$ cat src/rtl/assert_macros.svh
// Assertion helpers shared by the RTL files that carry checks.
// Every check samples on the rising edge of clk and is off while arst_n is low.
`ifndef ASSERT_MACROS_SVH
`define ASSERT_MACROS_SVH

// Checks that a property holds at every enabled clock edge.
`define ASSERT_CLK(lbl, prop, msg) \
	lbl: assert property (@(posedge clk) disable iff (!arst_n) prop) else $error(msg);

// Checks that a condition never holds.
`define ASSERT_NEVER(lbl, expr, msg) \
	`ASSERT_CLK(lbl, !(expr), msg)

`endif

$ cat src/rtl/rqr_pkg.sv
`default_nettype none
// ----------------------------------------------------------------------------
// rqr_pkg: shared types and constants of the ring queue
// Sizes, request and error codes, and the control/status bundles that join
// the controller to the datapath.
// ----------------------------------------------------------------------------
package rqr_pkg;

	localparam int DEPTH       = 16;
	localparam int HANDLE_BITS = 32;

	localparam int IDX_W = (DEPTH > 1) ? $clog2(DEPTH) : 1;
	localparam int CNT_W = $clog2(DEPTH + 1);

	localparam int KIND_W    = 2;
	localparam int HANDLE_FW = 32;
	localparam int COUNT_FW  = 5;
	localparam int ERR_W     = 2;
	localparam int SIZE_FW   = 5;

	localparam logic [CNT_W-1:0] SIZE_RESET = CNT_W'((DEPTH < 16) ? DEPTH : 16);

	typedef enum logic [KIND_W-1:0] {
		REQ_ADD  = 2'd0,
		REQ_GET  = 2'd1,
		REQ_ROLL = 2'd2
	} req_kind_t;

	typedef enum logic [ERR_W-1:0] {
		ERR_OK    = 2'd0,
		ERR_FULL  = 2'd1,
		ERR_EMPTY = 2'd2
	} err_code_t;

	typedef enum logic {
		ST_IDLE,
		ST_LOAD
	} ctrl_state_t;

	typedef struct packed {
		logic exec;
		logic load;
	} ctrl_cmd_t;

	typedef struct packed {
		logic out_free;
	} dp_status_t;

endpackage
`default_nettype wire

$ cat src/rtl/rqr_ram.sv
`default_nettype none
// ----------------------------------------------------------------------------
// rqr_ram: generic single-clock RAM
// One write port and one read port; read data is registered and holds its
// value until the next read.
// ----------------------------------------------------------------------------
module rqr_ram #(
	parameter int WIDTH  = 32,
	parameter int DEPTH  = 16,
	parameter int ADDR_W = (DEPTH > 1) ? $clog2(DEPTH) : 1
) (
	input  wire logic              clk,
	input  wire logic              we,
	input  wire logic [ADDR_W-1:0] waddr,
	input  wire logic [WIDTH-1:0]  wdata,
	input  wire logic              re,
	input  wire logic [ADDR_W-1:0] raddr,
	output logic      [WIDTH-1:0]  rdata
);

	logic [WIDTH-1:0] mem_q [DEPTH];

	always_ff @(posedge clk) begin
		if (we) begin
			mem_q[waddr] <= wdata;
		end
		if (re) begin
			rdata <= mem_q[raddr];
		end
	end

endmodule
`default_nettype wire

$ cat src/rtl/rqr_ctrl.sv
`default_nettype none
// ----------------------------------------------------------------------------
// rqr_ctrl: request sequencer of the ring queue
// Takes one request at a time, lets the datapath execute it, then waits until
// the output register is free to load the result.
// ----------------------------------------------------------------------------
module rqr_ctrl (
	input  wire logic                clk,
	input  wire logic                arst_n,
	input  wire logic                in_valid,
	output logic                     in_ready,
	input  wire rqr_pkg::dp_status_t status,
	output rqr_pkg::ctrl_cmd_t       cmd
);
	import rqr_pkg::*;

	ctrl_state_t state_q;
	ctrl_state_t state_d;

	always_ff @(posedge clk or negedge arst_n) begin
		if (!arst_n) begin
			state_q <= ST_IDLE;
		end else begin
			state_q <= state_d;
		end
	end

	always_comb begin
		state_d = state_q;
		unique case (state_q)
			ST_IDLE: begin
				if (in_valid) state_d = ST_LOAD;
			end
			ST_LOAD: begin
				if (status.out_free) state_d = ST_IDLE;
			end
			default: state_d = ST_IDLE;
		endcase
	end

	always_comb begin
		in_ready = 1'b0;
		cmd      = '0;
		unique case (state_q)
			ST_IDLE: begin
				in_ready = 1'b1;
				cmd.exec = in_valid;
			end
			ST_LOAD: begin
				cmd.load = status.out_free;
			end
			default: begin
				in_ready = 1'b0;
			end
		endcase
	end

endmodule
`default_nettype wire

$ cat src/rtl/rqr_dp.sv
`default_nettype none
// ----------------------------------------------------------------------------
// rqr_dp: ring queue datapath
// Head and tail indices, fill count, size register, the handle store and the
// output register.
// ----------------------------------------------------------------------------
module rqr_dp (
	input  wire logic                           clk,
	input  wire logic                           arst_n,
	input  wire rqr_pkg::ctrl_cmd_t             cmd,
	output rqr_pkg::dp_status_t                 status,
	input  wire logic [rqr_pkg::KIND_W-1:0]     kind,
	input  wire logic [rqr_pkg::HANDLE_FW-1:0]  entry_handle,
	input  wire logic                           cfg_we,
	input  wire logic [rqr_pkg::SIZE_FW-1:0]    cfg_wdata,
	input  wire logic                           out_ready,
	output logic                                out_valid,
	output logic      [rqr_pkg::HANDLE_FW-1:0]  read_handle,
	output logic      [rqr_pkg::COUNT_FW-1:0]   fill_count,
	output logic      [rqr_pkg::ERR_W-1:0]      error_code
);
	import rqr_pkg::*;

	logic [IDX_W-1:0] head_q;
	logic [IDX_W-1:0] tail_q;
	logic [CNT_W-1:0] count_q;
	logic [CNT_W-1:0] size_q;
	err_code_t        err_q;
	logic             rd_ok_q;

	logic [IDX_W-1:0] head_d;
	logic [IDX_W-1:0] tail_d;
	logic [CNT_W-1:0] count_d;
	err_code_t        err_d;
	logic             rd_ok_d;

	logic [IDX_W:0]   head_inc;
	logic [IDX_W:0]   tail_inc;
	logic [IDX_W-1:0] head_next;
	logic [IDX_W-1:0] tail_next;
	logic [IDX_W-1:0] head_prev;
	logic             full;
	logic             empty;
	logic [CNT_W-1:0] size_new;

	logic                   ram_we;
	logic [IDX_W-1:0]       ram_waddr;
	logic                   ram_re;
	logic [HANDLE_BITS-1:0] ram_wdata;
	logic [HANDLE_BITS-1:0] ram_rdata;

	// Both indices wrap at the configured size, not at the store depth.
	assign head_inc  = {1'b0, head_q} + 1'b1;
	assign tail_inc  = {1'b0, tail_q} + 1'b1;
	assign head_next = (head_inc >= size_q) ? '0 : IDX_W'(head_inc);
	assign tail_next = (tail_inc >= size_q) ? '0 : IDX_W'(tail_inc);
	assign head_prev = (head_q == '0 || head_q >= size_q) ? IDX_W'(size_q - 1'b1)
	                                                     : IDX_W'(head_q - 1'b1);
	assign full  = (count_q >= size_q);
	assign empty = (count_q == '0);

	assign ram_wdata = HANDLE_BITS'(64'(entry_handle));

	always_comb begin
		if (cfg_wdata == '0) begin
			size_new = CNT_W'(1);
		end else if (32'(cfg_wdata) > DEPTH) begin
			size_new = CNT_W'(DEPTH);
		end else begin
			size_new = CNT_W'(cfg_wdata);
		end
	end

	always_comb begin
		head_d    = head_q;
		tail_d    = tail_q;
		count_d   = count_q;
		err_d     = ERR_OK;
		rd_ok_d   = 1'b0;
		ram_we    = 1'b0;
		ram_waddr = tail_q;
		ram_re    = 1'b0;
		case (kind)
			REQ_ADD: begin
				if (full) begin
					err_d = ERR_FULL;
				end else begin
					ram_we  = cmd.exec;
					tail_d  = tail_next;
					count_d = CNT_W'(count_q + 1'b1);
				end
			end
			REQ_GET: begin
				if (empty) begin
					err_d = ERR_EMPTY;
				end else begin
					ram_re  = cmd.exec;
					rd_ok_d = 1'b1;
					head_d  = head_next;
					count_d = CNT_W'(count_q - 1'b1);
				end
			end
			REQ_ROLL: begin
				if (full) begin
					err_d = ERR_FULL;
				end else begin
					ram_we    = cmd.exec;
					ram_waddr = head_prev;
					head_d    = head_prev;
					count_d   = CNT_W'(count_q + 1'b1);
				end
			end
			default: begin
				err_d = ERR_OK;
			end
		endcase
	end

	always_ff @(posedge clk or negedge arst_n) begin
		if (!arst_n) begin
			head_q  <= '0;
			tail_q  <= '0;
			count_q <= '0;
			size_q  <= SIZE_RESET;
		end else if (cfg_we) begin
			// A new size empties the queue; the store keeps its contents.
			head_q  <= '0;
			tail_q  <= '0;
			count_q <= '0;
			size_q  <= size_new;
		end else if (cmd.exec) begin
			head_q  <= head_d;
			tail_q  <= tail_d;
			count_q <= count_d;
		end
	end

	always_ff @(posedge clk) begin
		if (cmd.exec) begin
			err_q   <= err_d;
			rd_ok_q <= rd_ok_d;
		end
	end

	rqr_ram #(
		.WIDTH (HANDLE_BITS),
		.DEPTH (DEPTH)
	) u_store (
		.clk   (clk),
		.we    (ram_we),
		.waddr (ram_waddr),
		.wdata (ram_wdata),
		.re    (ram_re),
		.raddr (head_q),
		.rdata (ram_rdata)
	);

	assign status.out_free = !out_valid || out_ready;

	always_ff @(posedge clk or negedge arst_n) begin
		if (!arst_n) begin
			out_valid <= 1'b0;
		end else if (cmd.load) begin
			out_valid <= 1'b1;
		end else if (out_ready) begin
			out_valid <= 1'b0;
		end
	end

	always_ff @(posedge clk) begin
		if (cmd.load) begin
			read_handle <= rd_ok_q ? HANDLE_FW'(64'(ram_rdata)) : '0;
			fill_count  <= COUNT_FW'(count_q);
			error_code  <= err_q;
		end
	end

endmodule
`default_nettype wire

$ cat src/rtl/ring_queue_with_rollback.sv
`default_nettype none
// ----------------------------------------------------------------------------
// ring_queue_with_rollback: circular handle queue with push to the front
// Requests arrive on the in_* channel (kind, entry_handle) and each one gives
// exactly one result on the out_* channel (read_handle, fill_count, error_code).
// A request transaction is taken when in_valid and in_ready are high; its
// result is loaded into the output register once the output register is free.
// No new request is taken until the last one's result is loaded: the handle
// store has a registered read, and the result is loaded after the store read.
// If the receiver stalls, the result waits in the output register and the next
// request is still taken; that request then waits until the output register
// is free before its own result is loaded.
// cfg_we/cfg_wdata write the ring size in use (zero means one, above the store
// depth means the depth) and empty the queue; write it only while idle.
// After reset the queue is empty, the size is 16 and out_valid is low. Store
// entries are undefined until written and have no clearing pass.
// ----------------------------------------------------------------------------
`include "assert_macros.svh"

module ring_queue_with_rollback (
	input  wire logic                           clk,
	input  wire logic                           arst_n,
	input  wire logic                           in_valid,
	output logic                                in_ready,
	input  wire logic [rqr_pkg::KIND_W-1:0]     kind,
	input  wire logic [rqr_pkg::HANDLE_FW-1:0]  entry_handle,
	input  wire logic                           cfg_we,
	input  wire logic [rqr_pkg::SIZE_FW-1:0]    cfg_wdata,
	output logic                                out_valid,
	input  wire logic                           out_ready,
	output logic      [rqr_pkg::HANDLE_FW-1:0]  read_handle,
	output logic      [rqr_pkg::COUNT_FW-1:0]   fill_count,
	output logic      [rqr_pkg::ERR_W-1:0]      error_code
);
	import rqr_pkg::*;

	ctrl_cmd_t  cmd;
	dp_status_t status;

	rqr_ctrl u_ctrl (
		.clk      (clk),
		.arst_n   (arst_n),
		.in_valid (in_valid),
		.in_ready (in_ready),
		.status   (status),
		.cmd      (cmd)
	);

	rqr_dp u_dp (
		.clk          (clk),
		.arst_n       (arst_n),
		.cmd          (cmd),
		.status       (status),
		.kind         (kind),
		.entry_handle (entry_handle),
		.cfg_we       (cfg_we),
		.cfg_wdata    (cfg_wdata),
		.out_ready    (out_ready),
		.out_valid    (out_valid),
		.read_handle  (read_handle),
		.fill_count   (fill_count),
		.error_code   (error_code)
	);

	// Requests are handled one at a time.
	`ASSERT_CLK(a_one_at_a_time, (in_valid && in_ready) |=> !in_ready, "request taken while busy")
	`ASSERT_NEVER(a_count_range, out_valid && (32'(fill_count) > DEPTH), "fill count above depth")
	`ASSERT_CLK(a_empty_result, (out_valid && error_code == ERR_EMPTY) |-> (fill_count == '0 && read_handle == '0), "empty error with data")
	`ASSERT_CLK(a_full_result, (out_valid && error_code == ERR_FULL) |-> (read_handle == '0 && fill_count != '0), "full error with data")

endmodule
`default_nettype wire

$ cat config.mk
export PLATFORM = sky130hd
export DESIGN_NAME = ring_queue_with_rollback
export DESIGN_NICKNAME = d
export VERILOG_FILES = /design/src/rtl/rqr_pkg.sv /design/src/rtl/rqr_ram.sv /design/src/rtl/rqr_ctrl.sv /design/src/rtl/rqr_dp.sv /design/src/rtl/ring_queue_with_rollback.sv
export VERILOG_INCLUDE_DIRS = /design/src /design/src/rtl
export SDC_FILE = /design/constraint.sdc
export NUM_CORES = 1
export LEC_CHECK = 0
export BUFFER_PORTS_ARGS = -buffer_cell sky130_fd_sc_hd__buf_4
export CAP_MARGIN = 10
export CORE_MARGIN = 5
export CORE_UTILIZATION = 45
export DETAILED_ROUTE_END_ITERATION = 12
export SLEW_MARGIN = 30
export SYNTH_ARGS = -nofsm -noshare
export SYNTH_HDL_FRONTEND = slang
export SYNTH_SLANG_ARGS = --single-unit
$ cat constraint.sdc
create_clock -name clk -period 6.9 [get_ports clk]
set_input_delay 1.38 -clock clk [delete_from_list [all_inputs] [get_ports clk]]
set_output_delay 1.38 -clock clk [all_outputs]
set_load 0.02 [all_outputs]
## Word level (Yosys, flattened, before mapping)

Memory sizes are Yosys's and may differ from the RTL's. A register that Yosys moved wholly into a read port is not among the register bits.
Cells that the tools add are included.

| word-level totals | value |
|---|---|
| bits of input ports | 44 |
| bits in writable memories | 512 |
| memories | 1 |
| output and inout bits | 41 |
| word-level logic and storage cells | 85 |
| flip-flop bits (word level) | 62 |

Memory list:

| name | words | width | read ports | clocked after memory_dff | wr ports | RTL line | source |
|---|---|---|---|---|---|---|---|
| u_dp.u_store.mem_q | 16 | 32 | 1 | 1 | 1 | rqr_ram.sv:21 | `logic [WIDTH-1:0] mem_q [DEPTH];` |

| cells by class | value |
|---|---|
| add/sub/neg operators | 6 |
| muxes and demuxes | 39 |
| reductions and logical operators | 16 |
| bitwise logic cells | 1 |
| equality and inequality tests | 6 |
| order comparisons | 5 |

Operators with widths:

| cell | count |
|---|---|
| two-way mux 4 bit | 13 |
| two-way mux 5 bit | 6 |
| greater-or-equal comparator 5 bit | 3 |
| two-way mux 1 bit | 15 |
| adder 4 x 1 -> 5 bit (second input constant) | 2 |
| logical NOT 5 bit | 2 |
| one-hot mux 5 bit (2 select lines) | 1 |
| inequality test 3 bit (second input constant) | 3 |
| one-hot mux 4 bit (2 select lines) | 1 |
| AND reduction 4 bit | 2 |
| subtractor 4 x 1 -> 4 bit (second input constant) | 2 |
| nonzero test 2 bit | 3 |
| nonzero test 3 bit | 2 |
| adder 5 x 1 -> 5 bit (second input constant) | 1 |
| greater-or-equal comparator 4 x 5 -> 1 bit | 1 |
| greater-than comparator 5 bit (second input constant) | 1 |
| subtractor 5 x 1 -> 5 bit (second input constant) | 1 |
| logical NOT 4 bit | 1 |
| one-hot mux 2 bit (2 select lines) | 1 |
| AND reduction 3 bit | 1 |
| equality test 2 x 1 -> 1 bit (second input constant) | 1 |
| equality test 2 bit (second input constant) | 1 |
| logical NOT 2 bit | 1 |
| logical OR 1 bit | 2 |
| other kinds (6) | 6 |

## Logic depth before layout (Yosys ltp)

Gate-level depths: netlist of the first run.

| depth | value |
|---|---|
| depth in word-level cells | 7 |
| depth in mapped cells | 11 |
| mapped depth without buffers | 9 |

## Modules after synthesis

Synthesis of the first run repeated with hierarchy kept, for this count alone.

| unflattened totals | value |
|---|---|
| cell total of the unflattened synthesis | 1,119 |
| area total of the unflattened synthesis | 23,463.8 µm² |

Modules (own cells, without submodules):

| module | instances | sequential area each (µm²) | area each (µm²) | cells each |
|---|---|---|---|---|
| rqr_ram | 1 | 16,335.7 | 20,155.6 | 838 |
| rqr_dp | 1 | 1,737.9 | 3,254.4 | 275 |
| rqr_ctrl | 1 | 25.0 | 53.8 | 6 |

## Worst setup path before layout of the first run

OpenSTA, ideal clock, no wires.

| path | value |
|---|---|
| kind | in2reg |
| start point | input port kind[0] (netlist name) |
| end point | memory u_dp.u_store.mem_q[0][0], enable pin |
| library setup time | 0.461 ns |
| buffers on the path | 2 |
| required time | 6.439 ns |
| setup slack | 1.627 ns |
| data arrival time | 4.812 ns |
| stages on the path | 7 |
| path through | buf_2 -> nand2b_4 -> a211oi_2 -> a31o_1 -> buf_2 -> mux2_2 -> nor3_1 |

| on the way | value |
|---|---|
| word-level cells in the longest chain between the ends | 5 |
| elaborated cells between the ends (all ways) | 7 |

RTL lines:

| what | RTL line | source |
|---|---|---|
| start: declaration | ring_queue_with_rollback.sv:25 | `input wire logic [rqr_pkg::KIND_W-1:0] kind,` |
| equality test 2 bit or logical NOT 2 bit (tied branches) | rqr_dp.sv:83 | `case (kind)` |
| OR reduction 2 bit (no line) | - |  |
| two-way mux 1 bit | - |  |
| two-way mux 1 bit | rqr_ram.sv:24 | `if (we) begin` |
| two-way mux 1 bit (implied by the code) | rqr_ram.sv:25 | `mem_q[waddr] <= wdata;` |
| end: declaration | rqr_ram.sv:21 |  |

Several ways; a longest one is shown, not always the timed one.

## Final worst setup path of the first run

| path | value |
|---|---|
| start point | register u_dp.head_q[2] |
| end point | memory u_dp.u_store.mem_q[9][5], enable pin |

| on the way | value |
|---|---|
| word-level cells in the longest chain between the ends | 5 |
| elaborated cells between the ends (all ways) | 7 |

RTL lines:

| what | RTL line | source |
|---|---|---|
| start: declaration | rqr_dp.sv:24 | `logic [IDX_W-1:0] head_q;` |
| start signal: assignment | rqr_dp.sv:121 | `head_q <= '0;` |
| start signal: assignment | rqr_dp.sv:127 | `head_q <= '0;` |
| start signal: assignment | rqr_dp.sv:132 | `head_q <= head_d;` |
| greater-or-equal comparator 4 x 5 -> 1 bit or logical NOT 4 bit (tied branches) | rqr_dp.sv:57 | `assign head_prev = (head_q == '0 \|\| head_q >= size_q) ? IDX_W'(size_q - 1'b1)` |
| logical OR 1 bit | rqr_dp.sv:57 |  |
| two-way mux 4 bit (*) | rqr_dp.sv:57 |  |
| two-way mux 4 bit (*) | rqr_dp.sv:104 | `if (full) begin` |
| two-way mux 4 bit (*) | rqr_dp.sv:83 |  |

Mark *: on every way between the ends. The rest lies on a longest branch, timed or not.

==> results.txt, run 1 <==
* Reg clk slew, reported paths: 0.06 ns
* Drt initial violations: 747
- Setup repair after global routing left no endpoint under its margin.
* Die footprint: 0.0573 mm^2
* Number of fillers in the final layout: 4,112
- After the last flow step, the layout net total stands at 1,259.
- The repair_antennas step left the layout with diodes totalling 0.
* R2R Setup Slk: 2.99 ns
* Total Routed Length: 46,400 um
- In the final timing run, aggregate negative setup slack is 0 ns.
- Number of different library cells in the post-synthesis netlist: 56
- Synth Register Bits: 606
- Clock tree from TritonCTS: built
* Outcome: finished, final reports clean
* Overall global routing resource usage: 16.4%
- For the pin with the worst max-slew slack, the measured transition is 0.867 ns.
- Summed over all layers, the global routing overflow is 0.
- The tightest min-delay check is of the reg2reg type.
- Number of enable flip-flop cells after synthesis: 586
- Vias post-DR: 10.6k
- The first global-routing pass estimated 70,600 um of wire.
- The library cell used most frequently in the layout, excluding fill and tap cells, is sky130_fd_sc_hd__edfxtp_1.
- Die outline height: 239 um
* Worst slew margin relative to its limit: 42.2%
- Data on the critical path arrives at its endpoint at 4.16 ns.
- Hold Path Stages: 0
* # rows: 84
- Drc violations: 0
* Count of input and output buffers: 84
* Most congested layer reported by global routing: met2
- Post-Syn Nets: 1,135
- After layout, the worst path uses 56.6% of the clock period.
- STA classifies the critical path startpoint as a flip-flop.
- Met1 Resource Use GR: 24.3%
- Post-CTS timing repair inserted 0 buffers for setup.
* Share of flip-flops with an asynchronous set or reset: 3.30%
* Hold_buf cts: 0
- In the synthesized netlist, the number of instances is 1,065.
- Maximum number of pins on one net before global-route repair: 56
- The critical path in this run is classified as reg2reg.
- Num ports: 85
- Critical path fanouts, max: 43
* Total power per unit cell area: 305 mW/mm^2
- Global routing consumed, on the met3 layer, 2.73% of the routing resources.
- Once detailed placement completed, the half-perimeter wirelength came to 26,500 um.
- The die is 239 um wide.
* Depth of the worst register-to-register path: 9
* Number of clock sinks: 606
- Required time reported for the critical path endpoint: 7.15 ns
- Proportion of layout cells with a drive suffix above 1: 32.6%
- No sink is reached through more buffers than the 3 on the longest clock path.
* Global placement routability congestion: 0.785
- The number of hold-slack violations in the final timing report is 0.
- The pre-antenna-repair detailed-routing pass consisted of 5 iterations.
- Number of maximum-capacitance violations: 0
- Among all flip-flop cells after synthesis, the most frequent one is sky130_fd_sc_hd__edfxtp_1.
* Final clock skew: 0.0214 ns
* Sort of element at the end of the critical path: flip-flop
- The count of nets left with antenna violations once routing finished came out at 0.
* Area overhead of the layout relative to synthesis: 15.3%
- Highest-count cells in the layout ignoring fill and taps: sky130_fd_sc_hd__edfxtp_1 (586), sky130_fd_sc_hd__mux4_2 (160), sky130_fd_sc_hd__buf_4 (113)
- Vias per inst: 5.51
* Initial core utilization: 45.2%
- During synthesis, Yosys emitted a total of 0 warnings.
- Core region area: 0.0523 mm^2
- Worst ir drop on vdd: 213 uV
- The H-tree generated during clock tree synthesis spans 2 levels.
* Leakage power summed over all cells: 8.73 nW
- Average cell area after synthesis: 22.2 um^2
- The number of antenna violations at the first check in global routing is 0.
* Root buf cell: sky130_fd_sc_hd__clkbuf_16
* Wire length per cell after detailed routing: 24.0 um
- Final slew viol count: 0
- Resized cells post-CTS: 0
- Post-synthesis sequential area ratio: 76.4%
- Power comes to 8.34 mW.
- Global routing met2 resource utilization: 25.9%
- The synthesized netlist occupies a cell area of 0.0237 mm^2.
- Later-pin clock latency in the skew report: 0.63 ns
- Endpoints failing setup: 0
* Fmax: 0.256 GHz
* Via count of the first global-routing pass: 11.0k
- Total clock buffers created by CTS: 60
* Period minus WS final: 3.91 ns
[path summary, 6_finish.rpt]
check                                           start                                  to
min in group asynchronous                      arst_n         u_dp.count_q[3]$_DFFE_PN0P_
max in group asynchronous                      arst_n          u_dp.size_q[4]$_DFFE_PN1P_
max reg2reg                u_dp.head_q[2]$_DFFE_PN0P_  u_dp.u_store.mem_q[9][5]$_DFFE_PP_
min                           u_dp.err_q[1]$_DFFE_PP_        u_dp.error_code[1]$_DFFE_PP_
min reg2reg                   u_dp.err_q[1]$_DFFE_PP_        u_dp.error_code[1]$_DFFE_PP_
max                        u_dp.head_q[2]$_DFFE_PN0P_  u_dp.u_store.mem_q[9][5]$_DFFE_PP_
[per-stage QoR]
| step | area, um^2 | utilization [%] | setup WS, ns | hold slack (ns) | std cells |
|---|---|---|---|---|---|
| 6_report | 27300 | 52.2 | 2.99 | 0.419 | 1929 |
| 5_1_grt | 27300 | 52.2 | 2.82 | 0.427 | 1929 |
| 4_1_cts | 27300 | 52.2 | 2.93 | 0.419 | 1929 |
| 3_5_place_dp | 25200 | 48.2 | 2.80 | 0.415 | 1815 |
| 3_3_place_gp | 25200 | 48.2 | 2.90 | 0.411 | 1814 |
| 2_1_floorplan | 23700 | - | 1.63 | 0.400 | 1065 |
[synth_stat cells (8+ instances only)]
| cell type | instances | area (um^2) |
|---|---|---|
| sky130_fd_sc_hd__clkbuf_1 | 18 | 67.6 |
| sky130_fd_sc_hd__ha_1 | 25 | 313 |
| sky130_fd_sc_hd__inv_1 | 15 | 56.3 |
| sky130_fd_sc_hd__nor2_1 | 17 | 63.8 |
| sky130_fd_sc_hd__and2_1 | 33 | 206 |
| sky130_fd_sc_hd__buf_1 | 8 | 30.0 |
| sky130_fd_sc_hd__a21oi_1 | 12 | 60.1 |
| sky130_fd_sc_hd__mux2i_1 | 10 | 100 |
| sky130_fd_sc_hd__buf_2 | 21 | 105 |
| sky130_fd_sc_hd__nand2_1 | 11 | 41.3 |
| sky130_fd_sc_hd__nor3_1 | 22 | 110 |
| sky130_fd_sc_hd__edfxtp_1 | 586 | 17600 |
| sky130_fd_sc_hd__mux4_2 | 160 | 3600 |
| sky130_fd_sc_hd__dfrtp_1 | 19 | 475 |
| sky130_fd_sc_hd__xnor2_1 | 10 | 87.6 |
[routing by layer]
metal / share of wire [%] / wire length (um)
met2: 48 / 22300
met1: 46 / 21100
met3: 4.5 / 2090
met4: 1.9 / 886
met5: 0 / 0
[sequential cells by signal, summed over array words and instances (netlist names)]
| signal | count |
|---|---|
| u_dp.tail_q | 4 |
| u_dp.u_store.mem_q | 512 |
| u_ctrl.state_q | 1 |
| u_dp.count_q | 5 |
| u_dp.out_valid | 1 |
| u_dp.read_handle | 32 |
| u_dp.err_q | 2 |
| u_dp.head_q | 4 |
| u_dp.error_code | 2 |
| u_dp.rd_ok_q | 1 |
| u_dp.u_store.rdata | 32 |
| u_dp.size_q | 5 |
| u_dp.fill_count | 5 |
[area by class of cell]
| type | count | area, um^2 | share of cell area [%] |
|---|---|---|---|
| clock buffers | 65 | 1520 | 5.57 |
| clock inverters | 49 | 548 | 2.01 |
| inverters | 17 | 63.8 | 0.234 |
| multi-input cells | 389 | 5340 | 19.6 |
| flip-flops and latches | 606 | 18100 | 66.3 |
| well taps | 688 | 861 | 3.15 |
| repair buffers | 115 | 865 | 3.17 |
[kinds of logic after synthesis]
family	Yosys count	share of synthesized area, %
AO/OA/AOI/OAI	59	1.73
XOR/XNOR	14	0.518
adder cells (fa/ha/maj)	26	1.41
buffers and inverters	70	1.41
flip-flops	606	76.4
multiplexers	173	15.8
AND/OR/NAND/NOR	117	2.73
[worst max-delay path, cell delays in order (launching register included)]
cell and delay (ns):
sky130_fd_sc_hd__dfrtp_2 0.34, sky130_fd_sc_hd__buf_4 0.56, sky130_fd_sc_hd__ha_1 0.37, sky130_fd_sc_hd__a21oi_1 0.15, sky130_fd_sc_hd__o21ai_1 0.09, sky130_fd_sc_hd__a221o_1 0.52
sky130_fd_sc_hd__or3_1 0.40, sky130_fd_sc_hd__a311o_1 0.42, sky130_fd_sc_hd__nor3_2 0.17, sky130_fd_sc_hd__buf_4 0.49
[power breakdown]
group,internal (mW),switching (mW)
registers,4.14,0.0432
clock network,2.01,1.37
logic,0.342,0.429
Note: power is estimated with default switching activity, not from simulation.
==> inputs of run 2 (changes only) <==
==> constraint.sdc (replaced) <==
create_clock -name clk -period 3.63 [get_ports clk]
set_input_delay 0.726 -clock clk [delete_from_list [all_inputs] [get_ports clk]]
set_output_delay 0.726 -clock clk [all_outputs]
set_load 0.02 [all_outputs]
==> run 2 against run 1 <==
Net effect:
- clock skew shrank 0.0067 ns
- global-route usage grew 1.2 points
- core utilization grew 0.19 points
- critical path type unchanged
- sequential power grew 89%
- worst hold slack lost 0.034 ns
- first-iteration DRC count grew 16%
- largest cell class unchanged
- via count grew 3.7%
==> results.txt, run 2 (same netlist as run 1, synthesis figures left out) <==
- Outcome: finished, final reports clean (unchanged).
- The busiest layer in global routing is met2 (unchanged).
* Antenna violations before repair: 1 (was 0)
- Hold Path Stages: 3 (was 0)
- The total CTS buffers was 61 (was 60).
- The startpoint of the worst setup timing path is u_dp.size_q[3]$_DFFE_PN0P_ (was u_dp.head_q[2]$_DFFE_PN0P_).
* Final slew viol count: 0 (unchanged)
* Unrepaired setup endpoints after global routing: false (unchanged)
- The number of port buffers came to 84 (unchanged).
- The die outline area was 0.0573 mm^2 (unchanged).
- The number of flip-flops under the largest register name was 512 (unchanged).
- The width of the chip was 239 um (unchanged).
* Worst slack on hold paths: 0.385 ns (was 0.419 ns)
* Launch point of the worst hold path: cfg_wdata[4] (was u_dp.err_q[1]$_DFFE_PP_)
- Required time reported for the critical path endpoint: 3.89 ns (was 7.15 ns)
- The number of DRC markers after the initial detailed-route iteration was 863 (was 747).
* Depth of the worst register-to-register path: 9 (unchanged)
- The met2 usage in global routing was 29.2% (was 25.9%).
- Root buf cell: sky130_fd_sc_hd__clkbuf_16 (unchanged)
- Antenna Violating Nets Remaining: 0 (unchanged)
* Leakage power summed over all cells: 8.79 nW (was 8.73 nW)
- The relative max-transition margin came to 41.2% (was 42.2%).
- The largest register by flop count is u_dp.u_store.mem_q (unchanged).
- The number of setup violations in the final report was 0 (unchanged).
- The final wirelength was 49,800 um (was 46,400 um).
- The area of all sequential standard cells is 0.0181 mm^2 (unchanged).
* Buffer and inverter count on the worst path: 3 (was 2)
* Area overhead of the layout relative to synthesis: 15.7% (was 15.3%)
- The floorplan core area is 0.0523 mm^2 (unchanged).
- The category of cells accounting for the largest share of critical-path delay was buffers and inverters (was compound AO/OA/AOI/OAI gates).
- The clock latency on the worst-skew pair is 0.61 ns (was 0.63 ns).
* Commonest non-fill, non-tap cell in the layout: sky130_fd_sc_hd__edfxtp_1 (unchanged)
* Worst Hold Class: in2reg (was reg2reg)
* Wire length per cell after detailed routing: 25.6 um (was 24.0 um)
* GRT met3 Usage: 3.15% (was 2.73%)
* Cell with the largest stage delay on the worst path: sky130_fd_sc_hd__mux2_2 (was sky130_fd_sc_hd__buf_4)
- Endpoint of the worst hold-timing path: u_dp.size_q[4]$_DFFE_PN1P_ (was u_dp.error_code[1]$_DFFE_PP_)
- Clock Path Buffers: 3 (unchanged)
- Data arrival time of the worst path: 3.59 ns (was 4.16 ns)
- Highest-count cells in the layout ignoring fill and taps: sky130_fd_sc_hd__edfxtp_1 (586), sky130_fd_sc_hd__mux4_2 (160), sky130_fd_sc_hd__buf_4 (119) (was sky130_fd_sc_hd__edfxtp_1 (586), sky130_fd_sc_hd__mux4_2 (160), sky130_fd_sc_hd__buf_4 (113))
* Period minus WS final: 3.33 ns (was 3.91 ns)
- The maximum clock frequency came to 0.300 GHz (was 0.256 GHz).
- CP Class: reg2reg (unchanged)
* Via count of the first global-routing pass: 11.4k (was 11.0k)
- The most frequent cell on the critical path is sky130_fd_sc_hd__buf_4 (unchanged).
- The clock tree from TritonCTS is built (unchanged).
* Final hold vios: 0 (unchanged)
* Global placement routability congestion: 0.825 (was 0.785)
- Vias per inst: 5.67 (was 5.51)
* Layout Nets: 1,279 (was 1,259)
- Maximum number of pins on one net before global-route repair: 135 (was 56)
- The clock-pin slew of the registers on the worst-case setup and hold paths came to 0.06 ns (about the same).
- Global-route wire length before repair: 74,700 um (was 70,600 um)
- The post-cts gate resize count is 0 (unchanged).
- # rows: 84 (unchanged)
* Overall global routing resource usage: 17.6% (was 16.4%)
- The iteration count of the initial detailed-routing pass was 5 (unchanged).
- Stage delay of the slowest cell on the critical path: 0.51 ns (was 0.56 ns)
- The number of clock sinks came to 606 (unchanged).
- Footprint of the multi-input gates: 0.00545 mm^2 (was 0.00534 mm^2)
* Total power per unit cell area: 550 mW/mm^2 (was 305 mW/mm^2)
* Worst-case setup margin in the final layout: 0.296 ns (was 2.99 ns)
* HPWL after detailed placement: 28,800 um (was 26,500 um)
- The via count of the routed design was 11.0k (was 10.6k).
- The type of element capturing the critical path is a flip-flop (unchanged).
* Met1 Resource Use GR: 24.7% (was 24.3%)
- Worst path cell trace: inv_1 -> ha_1 -> or2_1 -> a211oi_2 -> a31o_1 -> buf_4 -> mux2_2 -> nor3_4 -> buf_4 (was buf_4 -> ha_1 -> a21oi_1 -> o21ai_1 -> a221o_1 -> or3_1 -> a311o_1 -> nor3_2 -> buf_4).
- Least-Margin Pin Slew: 0.881 ns (was 0.867 ns)
- The number of primary I/O pins was 85 (unchanged).
- The number of levels in the clock H-tree was 2 (unchanged).
- Final clock skew: 0.0147 ns (was 0.0214 ns)
- Antenna cells: 0 (unchanged)
* R2R Setup Slk: 0.30 ns (was 2.99 ns)
* Largest registers in the final layout: u_dp.u_store.mem_q (512), u_dp.read_handle (32), u_dp.u_store.rdata (32) (unchanged)
- The fraction of the cycle the final worst path needs came to 91.8% (was 56.6%).
* Kind of start point of the critical path: flip-flop (unchanged)
* Worst ir drop on vdd: 343 uV (was 213 uV)
- The startpoint of the lowest-slack register-to-register path is u_dp.size_q[3]$_DFFE_PN0P_ (was u_dp.head_q[2]$_DFFE_PN0P_).
- The sum of negative setup slack was 0 ns (unchanged).
* Die outline height: 239 um (unchanged)
* Post-layout instance count excluding filler cells: 1,942 (was 1,929)
- The cell count after placement is 1,833 (was 1,815).
- Number of maximum-capacitance violations: 0 (unchanged)
* Critical path fanouts, max: 19 (was 43)
* Endpoint of the worst-slack reg-to-reg timing path: u_dp.u_store.mem_q[1][15]$_DFFE_PP_ (was u_dp.u_store.mem_q[9][5]$_DFFE_PP_)
- The effective utilization at floorplan is 45.2% (unchanged).
* Overflow left after global routing: 0 (unchanged)
- The detailed-route DRC error count was 0 (unchanged).
* Number of fillers in the final layout: 4,129 (was 4,112)
- Post-Place Setup Slack: 0.295 ns (was 2.80 ns)
* Proportion of layout cells with a drive suffix above 1: 32.4% (was 32.6%)
-- run 2: changes by cell type in the layout (fill, tap and decap cells not counted), sizes merged --
cell and change:
buf +18, bufinv -11, clkbuf +12, clkinv -7
dlygate4sd3 +1
-- run 2: through the flow --
| step | utilization [%] | instance area, um^2 | power, mW |
|---|---|---|---|
| 6_report | 52.4 | 27400 | 15.1 |
| 5_1_grt | 52.4 | 27400 | 15.7 |
| 4_1_cts | 52.4 | 27400 | 15.3 |
| 3_5_place_dp | 49.0 | 25700 | 9.69 |
| 3_3_place_gp | 49.0 | 25600 | 9.68 |
| 2_1_floorplan | - | 23800 | 9.10 |
-- run 2: area by class of cell --
type | instances | share of cell area [%]
clock buffer | 77 | 5.79
clock inverter | 31 | 0.562
inverter | 17 | 0.233
multi-input combinational | 389 | 19.9
sequential | 606 | 66.1
tap | 688 | 3.14
timing repair buffer | 134 | 4.32
-- run 2: power breakdown --
part / internal (mW) / total, mW / switching, mW
sequential: 7.88 / 7.94 / 0.0655
clock: 3.06 / 5.57 / 2.50
combinational: 0.693 / 1.57 / 0.875
-- run 2: routing by layer --
metal | vias up | wire length (um)
met5 | - | 0
met4 | 0 | 889
met3 | 66 | 2600
met2 | 290 | 25200
met1 | 5911 | 21000
li1 | 4746 | -
-- run 2: worst max path at each step --
stage | endpoint | depth (start not counted) | slack (ns)
2_1_floorplan | u_dp.u_store.mem_q[15][0]$_DFFE_PP_ | 11 | -0.39
4_1_cts | u_dp.u_store.mem_q[3][19]$_DFFE_PP_ | 9 | 0.27
6_report | u_dp.u_store.mem_q[1][15]$_DFFE_PP_ | 9 | 0.30
3_3_place_gp | u_dp.u_store.mem_q[8][23]$_DFFE_PP_ | 9 | 0.25
5_1_grt | u_dp.u_store.mem_q[3][15]$_DFFE_PP_ | 9 | 0.13
3_5_place_dp | u_dp.u_store.mem_q[3][16]$_DFFE_PP_ | 9 | 0.30
-- run 2: tightest hold or removal path, cell delays in order --
cell	delay, ns
sky130_fd_sc_hd__buf_4	0.10
sky130_fd_sc_hd__nand2_1	0.06
sky130_fd_sc_hd__o21ai_0	0.07
-- run 2: timing repair --
action / in CTS / in global routing
setup buffers: 0 / 0
hold endpoints to repair: 19 / 0
hold buffers: 1 / 0
==> inputs of run 3 (changes only) <==
--- a/config.mk
+++ b/config.mk
@@ -6,6 +6,7 @@
 export SDC_FILE = /design/constraint.sdc
 export NUM_CORES = 1
 export LEC_CHECK = 0
+export ABC_AREA = 1
 export BUFFER_PORTS_ARGS = -buffer_cell sky130_fd_sc_hd__buf_4
 export CAP_MARGIN = 10
 export CORE_MARGIN = 5
==> run 3 against run 2 <==
Net effect:
- flip-flop and latch count did not move
- clock skew is 0.0078 ns higher
- non-clock buffer count is 7 lower
- sequential power grew 4.3%
- wire length rose by 21%
- count of clock-buffer cells in the layout rose by 7
- highest routed layer unchanged
==> results.txt, run 3 <==
- The minimum hold slack is 0.404 ns (was 0.385 ns).
- The portion of synthesized cell area occupied by the leading cell type is 73.2% (was 74.3%).
* Proportion of layout cells with a drive suffix above 1: 13.3% (was 32.4%)
- The most used flip-flop cell after synthesis is sky130_fd_sc_hd__edfxtp_1 (unchanged).
* Internal Pwr Total: 13.5 mW (was 11.6 mW)
- The via count of the first global-routing pass came to 14.7k (was 11.4k).
- The number of DRC markers after the initial detailed-route iteration came to 1,539 (was 863).
- Count of input and output buffers: 84 (unchanged)
* Global-route wire length before repair: 91,600 um (was 74,700 um)
* Cell count after synthesis: 1,818 (was 1,065)
- The post-cts gate resize count is 0 (unchanged).
- The wire length per cell after detailed routing came to 22.8 um (was 25.6 um).
- The final critical path time including I/O delays and setup was 3.19 ns (was 3.33 ns).
- Kind of start point of the critical path: flip-flop (unchanged)
- Final clock skew: 0.0225 ns (was 0.0147 ns)
- Antenna cells: 0 (unchanged)
- The measured slew at the worst slew-check pin came to 0.929 ns (was 0.881 ns).
- Commonest non-fill, non-tap cell in the layout: sky130_fd_sc_hd__edfxtp_1 (unchanged)
- Worst ir drop on vdd: 822 uV (was 343 uV)
- The portion of total power attributed to combinational logic came to 28.5% (was 10.4%).
- Post-CTS setup buffers: 0 (unchanged)
* Total Routed Length: 60,200 um (was 49,800 um)
- Top area cells in the synthesized netlist: sky130_fd_sc_hd__edfxtp_1 (73%), sky130_fd_sc_hd__o21ai_0 (5.6%), sky130_fd_sc_hd__nor2_1 (4.5%), sky130_fd_sc_hd__nand2_1 (2.5%), sky130_fd_sc_hd__o22ai_1 (2.3%) (was sky130_fd_sc_hd__edfxtp_1 (74%), sky130_fd_sc_hd__mux4_2 (15%), sky130_fd_sc_hd__dfrtp_1 (2.0%), sky130_fd_sc_hd__ha_1 (1.3%), sky130_fd_sc_hd__and2_1 (0.87%)).
- Fmax: 0.314 GHz (was 0.300 GHz)
- The number of setup violations in the final report came to 0 (unchanged).
* Worst slew margin relative to its limit: 38.1% (was 41.2%)
* CP Class: reg2reg (unchanged)
* Maximum number of pins on one net before global-route repair: 177 (was 135)
* R2R Setup Slk: 0.44 ns (was 0.30 ns)
- The post-DP HPWL is 35,400 um (was 28,800 um).
- Hold_buf cts: 1 (unchanged)
- Highest-count cells in the layout ignoring fill and taps: sky130_fd_sc_hd__edfxtp_1 (586), sky130_fd_sc_hd__nor2_1 (271), sky130_fd_sc_hd__o21ai_0 (270) (was sky130_fd_sc_hd__edfxtp_1 (586), sky130_fd_sc_hd__mux4_2 (160), sky130_fd_sc_hd__buf_4 (119)).
* Most instantiated library cell after synthesis: sky130_fd_sc_hd__edfxtp_1 (unchanged)
* Data arrival time of the worst path: 3.45 ns (was 3.59 ns)
* Die footprint: 0.0581 mm^2 (was 0.0573 mm^2)
* Antenna violations before repair: 1 (unchanged)
- First drt pass iteration count: 6 (was 5)
- The number of enable-type register cells in the synthesized netlist came to 586 (unchanged).
- The max-cap violation count came to 0 (unchanged).
- Capturing instance or port of the critical path: u_dp.u_store.mem_q[3][16]$_DFFE_PP_ (was u_dp.u_store.mem_q[1][15]$_DFFE_PP_)
* Num ports: 85 (unchanged)
- The effective utilization at floorplan came to 45.5% (was 45.2%).
- The number of library cell types mapped by synthesis came to 36 (was 56).
- The sequential cell fraction of total power is 40.6% (was 52.7%).
* Critical path fanouts, max: 16 (was 19)
* Die outline height: 241 um (was 239 um)
- Required time reported for the critical path endpoint: 3.89 ns (about the same)
- Hold Path Stages: 3 (unchanged)
- Sw Share: 34.0% (was 22.8%)
* Number of clock sinks: 606 (unchanged)
* Overall global routing resource usage: 20.8% (was 17.6%)
* Share of flip-flops with an asynchronous set or reset: 3.30% (unchanged)
- The net count after synthesis came to 1,888 (was 1,135).
- Max FFs per register: 512 (unchanged)
- Summed instance area of the synthesized netlist: 0.0240 mm^2 (was 0.0237 mm^2)
* Core region area: 0.0528 mm^2 (was 0.0523 mm^2)
* Vias post-DR: 15.0k (was 11.0k)
- Largest registers in the final layout: u_dp.u_store.mem_q (512), u_dp.read_handle (32), u_dp.u_store.rdata (32) (unchanged)
- The number of cell instances on the worst register-to-register path is 11 (was 9).
- The number of buffers between clock root and the deepest sink came to 3 (unchanged).
- The max-slew violation count was 0 (unchanged).
- Vias per inst: 5.69 (was 5.67)
- The detailed-route DRC error count came to 0 (unchanged).
- Global placement routability congestion: 0.851 (was 0.825)
- The width of the chip was 241 um (was 239 um).
- The total CTS buffers came to 66 (was 61).
- The number of hold-slack violations in the final timing report is 0 (unchanged).
- Endpoint of the worst-slack reg-to-reg timing path: u_dp.u_store.mem_q[3][16]$_DFFE_PP_ (was u_dp.u_store.mem_q[1][15]$_DFFE_PP_)
- Antenna Violating Nets Remaining: 0 (unchanged)
- The number of levels in the clock H-tree is 3 (was 2).
- Top post-synthesis cells by count: sky130_fd_sc_hd__edfxtp_1 (586), sky130_fd_sc_hd__nor2_1 (289), sky130_fd_sc_hd__o21ai_0 (270), sky130_fd_sc_hd__nand2_1 (162), sky130_fd_sc_hd__o22ai_1 (89) (was sky130_fd_sc_hd__edfxtp_1 (586), sky130_fd_sc_hd__mux4_2 (160), sky130_fd_sc_hd__and2_1 (33), sky130_fd_sc_hd__ha_1 (25), sky130_fd_sc_hd__nor3_1 (22))
* Cells after DPL: 2,525 (was 1,833)
- The fill cell total of the finished layout came to 4,437 (was 4,129).
* Sort of element at the end of the critical path: flip-flop (unchanged)
* Clock tree from TritonCTS: built (unchanged)
- The startpoint of the lowest-slack register-to-register path is u_dp.size_q[4]$_DFFE_PN1P_ (was u_dp.size_q[3]$_DFFE_PN0P_).
- Post-layout instance count excluding filler cells: 2,643 (was 1,942)
* Overflow left after global routing: 0 (unchanged)
- Yosys warning count: 0 (unchanged)
- The largest register by flop count is u_dp.u_store.mem_q (unchanged).
* Layout Nets: 1,976 (was 1,279)
- The startpoint of the worst setup timing path was u_dp.size_q[4]$_DFFE_PN1P_ (was u_dp.size_q[3]$_DFFE_PN0P_).
- Reg clk slew, reported paths: 0.06 ns (about the same)
- The sequential-to-total area share from yosys stat is 75.3% (was 76.4%).
* Net switching power: 6.93 mW (was 3.44 mW)
* Root buf cell: sky130_fd_sc_hd__clkbuf_16 (unchanged)
- Area overhead of the layout relative to synthesis: 15.7% (about the same)
* # rows: 84 (unchanged)
- The share of power burned in the clock network is 30.9% (was 36.9%).
- Worst Hold Class: in2reg (unchanged)
- The post-synthesis average cell area came to 13.2 um^2 (was 22.2 um^2).
- The dominant cell type by area after synthesis is sky130_fd_sc_hd__edfxtp_1 (unchanged).
* Total power per unit cell area: 733 mW/mm^2 (was 550 mW/mm^2)
* Final period util: 87.8% (was 91.8%)
* Later-pin clock latency in the skew report: 0.60 ns (was 0.61 ns)
* Leakage power summed over all cells: 9.65 nW (was 8.79 nW)
- Outcome: finished, final reports clean (unchanged).
- Unrepaired setup endpoints after global routing: false (unchanged).
* Synth Register Bits: 606 (unchanged)
==> run 3: changes by cell type after synthesis, sizes merged, moves of 43 or more <==
cell / delta
clkbuf: +67
inv: +64
mux4: -160
nand2: +157
nand3: +65
nor2: +275
o21ai: +263
o221ai: +43
o22ai: +89
==> run 3: area by class of cell <==
cell class	instances	area (um^2)	share of cell area [%]
flip-flops and latches	606	18100	65.1
clock inverters	33	275	0.990
repair buffers	127	1160	4.18
multi-input cells	1024	5350	19.2
inverters	81	310	1.12
well taps	688	861	3.10
clock buffers	84	1740	6.26
==> run 3: power by group through the flow <==
stage                     Clock [mW]  Combinational [mW]  Sequential [mW]
after floorplan                    0                3.72             8.46
after global placement             0                5.68             8.43
after detailed placement           0                5.80             8.43
after CTS                       6.43                5.83             8.28
after global routing            6.75                6.45             8.31
final                           6.30                5.82             8.28
==> run 3: metrics by stage <==
| step | util (%) | power, mW | setup slack (ns) | area [um^2] | setup TNS, ns |
|---|---|---|---|---|---|
| final | 52.7 | 20.4 | 0.441 | 27800 | 0 |
| after CTS | 52.7 | 20.5 | 0.446 | 27800 | 0 |
| after detailed placement | 48.9 | 14.2 | 0.481 | 25800 | 0 |
| after floorplan | - | 12.2 | -0.518 | 24000 | -263.22 |
| after global routing | 52.7 | 21.5 | 0.226 | 27800 | 0 |
| after global placement | 48.7 | 14.1 | 0.478 | 25700 | 0 |
==> run 3: kinds of logic (layout without fill, tap and decap cells) <==
kind of cell    count (synthesis)  in the layout  synth area share (%)
xor+xnor                        5              5                 0.182
flops                         606            606                  75.3
fa+ha+maj                      26             26                  1.39
simple gates                  548            548                  9.37
compound gates                445            445                  10.7
buf+inv                       188            325                  3.01
==> run 3: worst min path at each step <==
stage / from / end / slack [ns]
2_1_floorplan: u_dp.err_q[0]$_DFFE_PP_ / u_dp.error_code[0]$_DFFE_PP_ / 0.40
3_3_place_gp: u_dp.err_q[1]$_DFFE_PP_ / u_dp.error_code[1]$_DFFE_PP_ / 0.40
5_1_grt: cfg_wdata[0] / u_dp.size_q[0]$_DFFE_PN0P_ / 0.39
6_report: cfg_wdata[0] / u_dp.size_q[0]$_DFFE_PN0P_ / 0.40
3_5_place_dp: u_dp.err_q[0]$_DFFE_PP_ / u_dp.error_code[0]$_DFFE_PP_ / 0.41
4_1_cts: cfg_wdata[0] / u_dp.size_q[0]$_DFFE_PN0P_ / 0.36
==> run 3: worst max-delay path, cell delays in order (launching register included) <==
cell	delay, ns
sky130_fd_sc_hd__dfstp_2	0.54
sky130_fd_sc_hd__inv_1	0.08
sky130_fd_sc_hd__ha_1	0.34
sky130_fd_sc_hd__a21oi_1	0.18
sky130_fd_sc_hd__o21a_1	0.17
sky130_fd_sc_hd__nand4_2	0.21
sky130_fd_sc_hd__inv_2	0.19
sky130_fd_sc_hd__nand2_1	0.09
sky130_fd_sc_hd__a21oi_1	0.22
sky130_fd_sc_hd__nand2_1	0.31
sky130_fd_sc_hd__nor2_4	0.24
sky130_fd_sc_hd__buf_4	0.28
==> run 3: layer usage <==
| layer | part of all wire (%) | wire length (um) | vias up | GRT usage (%) |
|---|---|---|---|---|
| met1 | 43 | 25600 | 7496 | 29.1 |
| met2 | 49 | 29200 | 568 | 34.0 |
| met3 | 6.6 | 4000 | 75 | 3.44 |
| li1 | - | - | 6890 | - |
| met5 | 0 | 0 | - | 0 |
| met4 | 2.3 | 1400 | 0 | 6.19 |
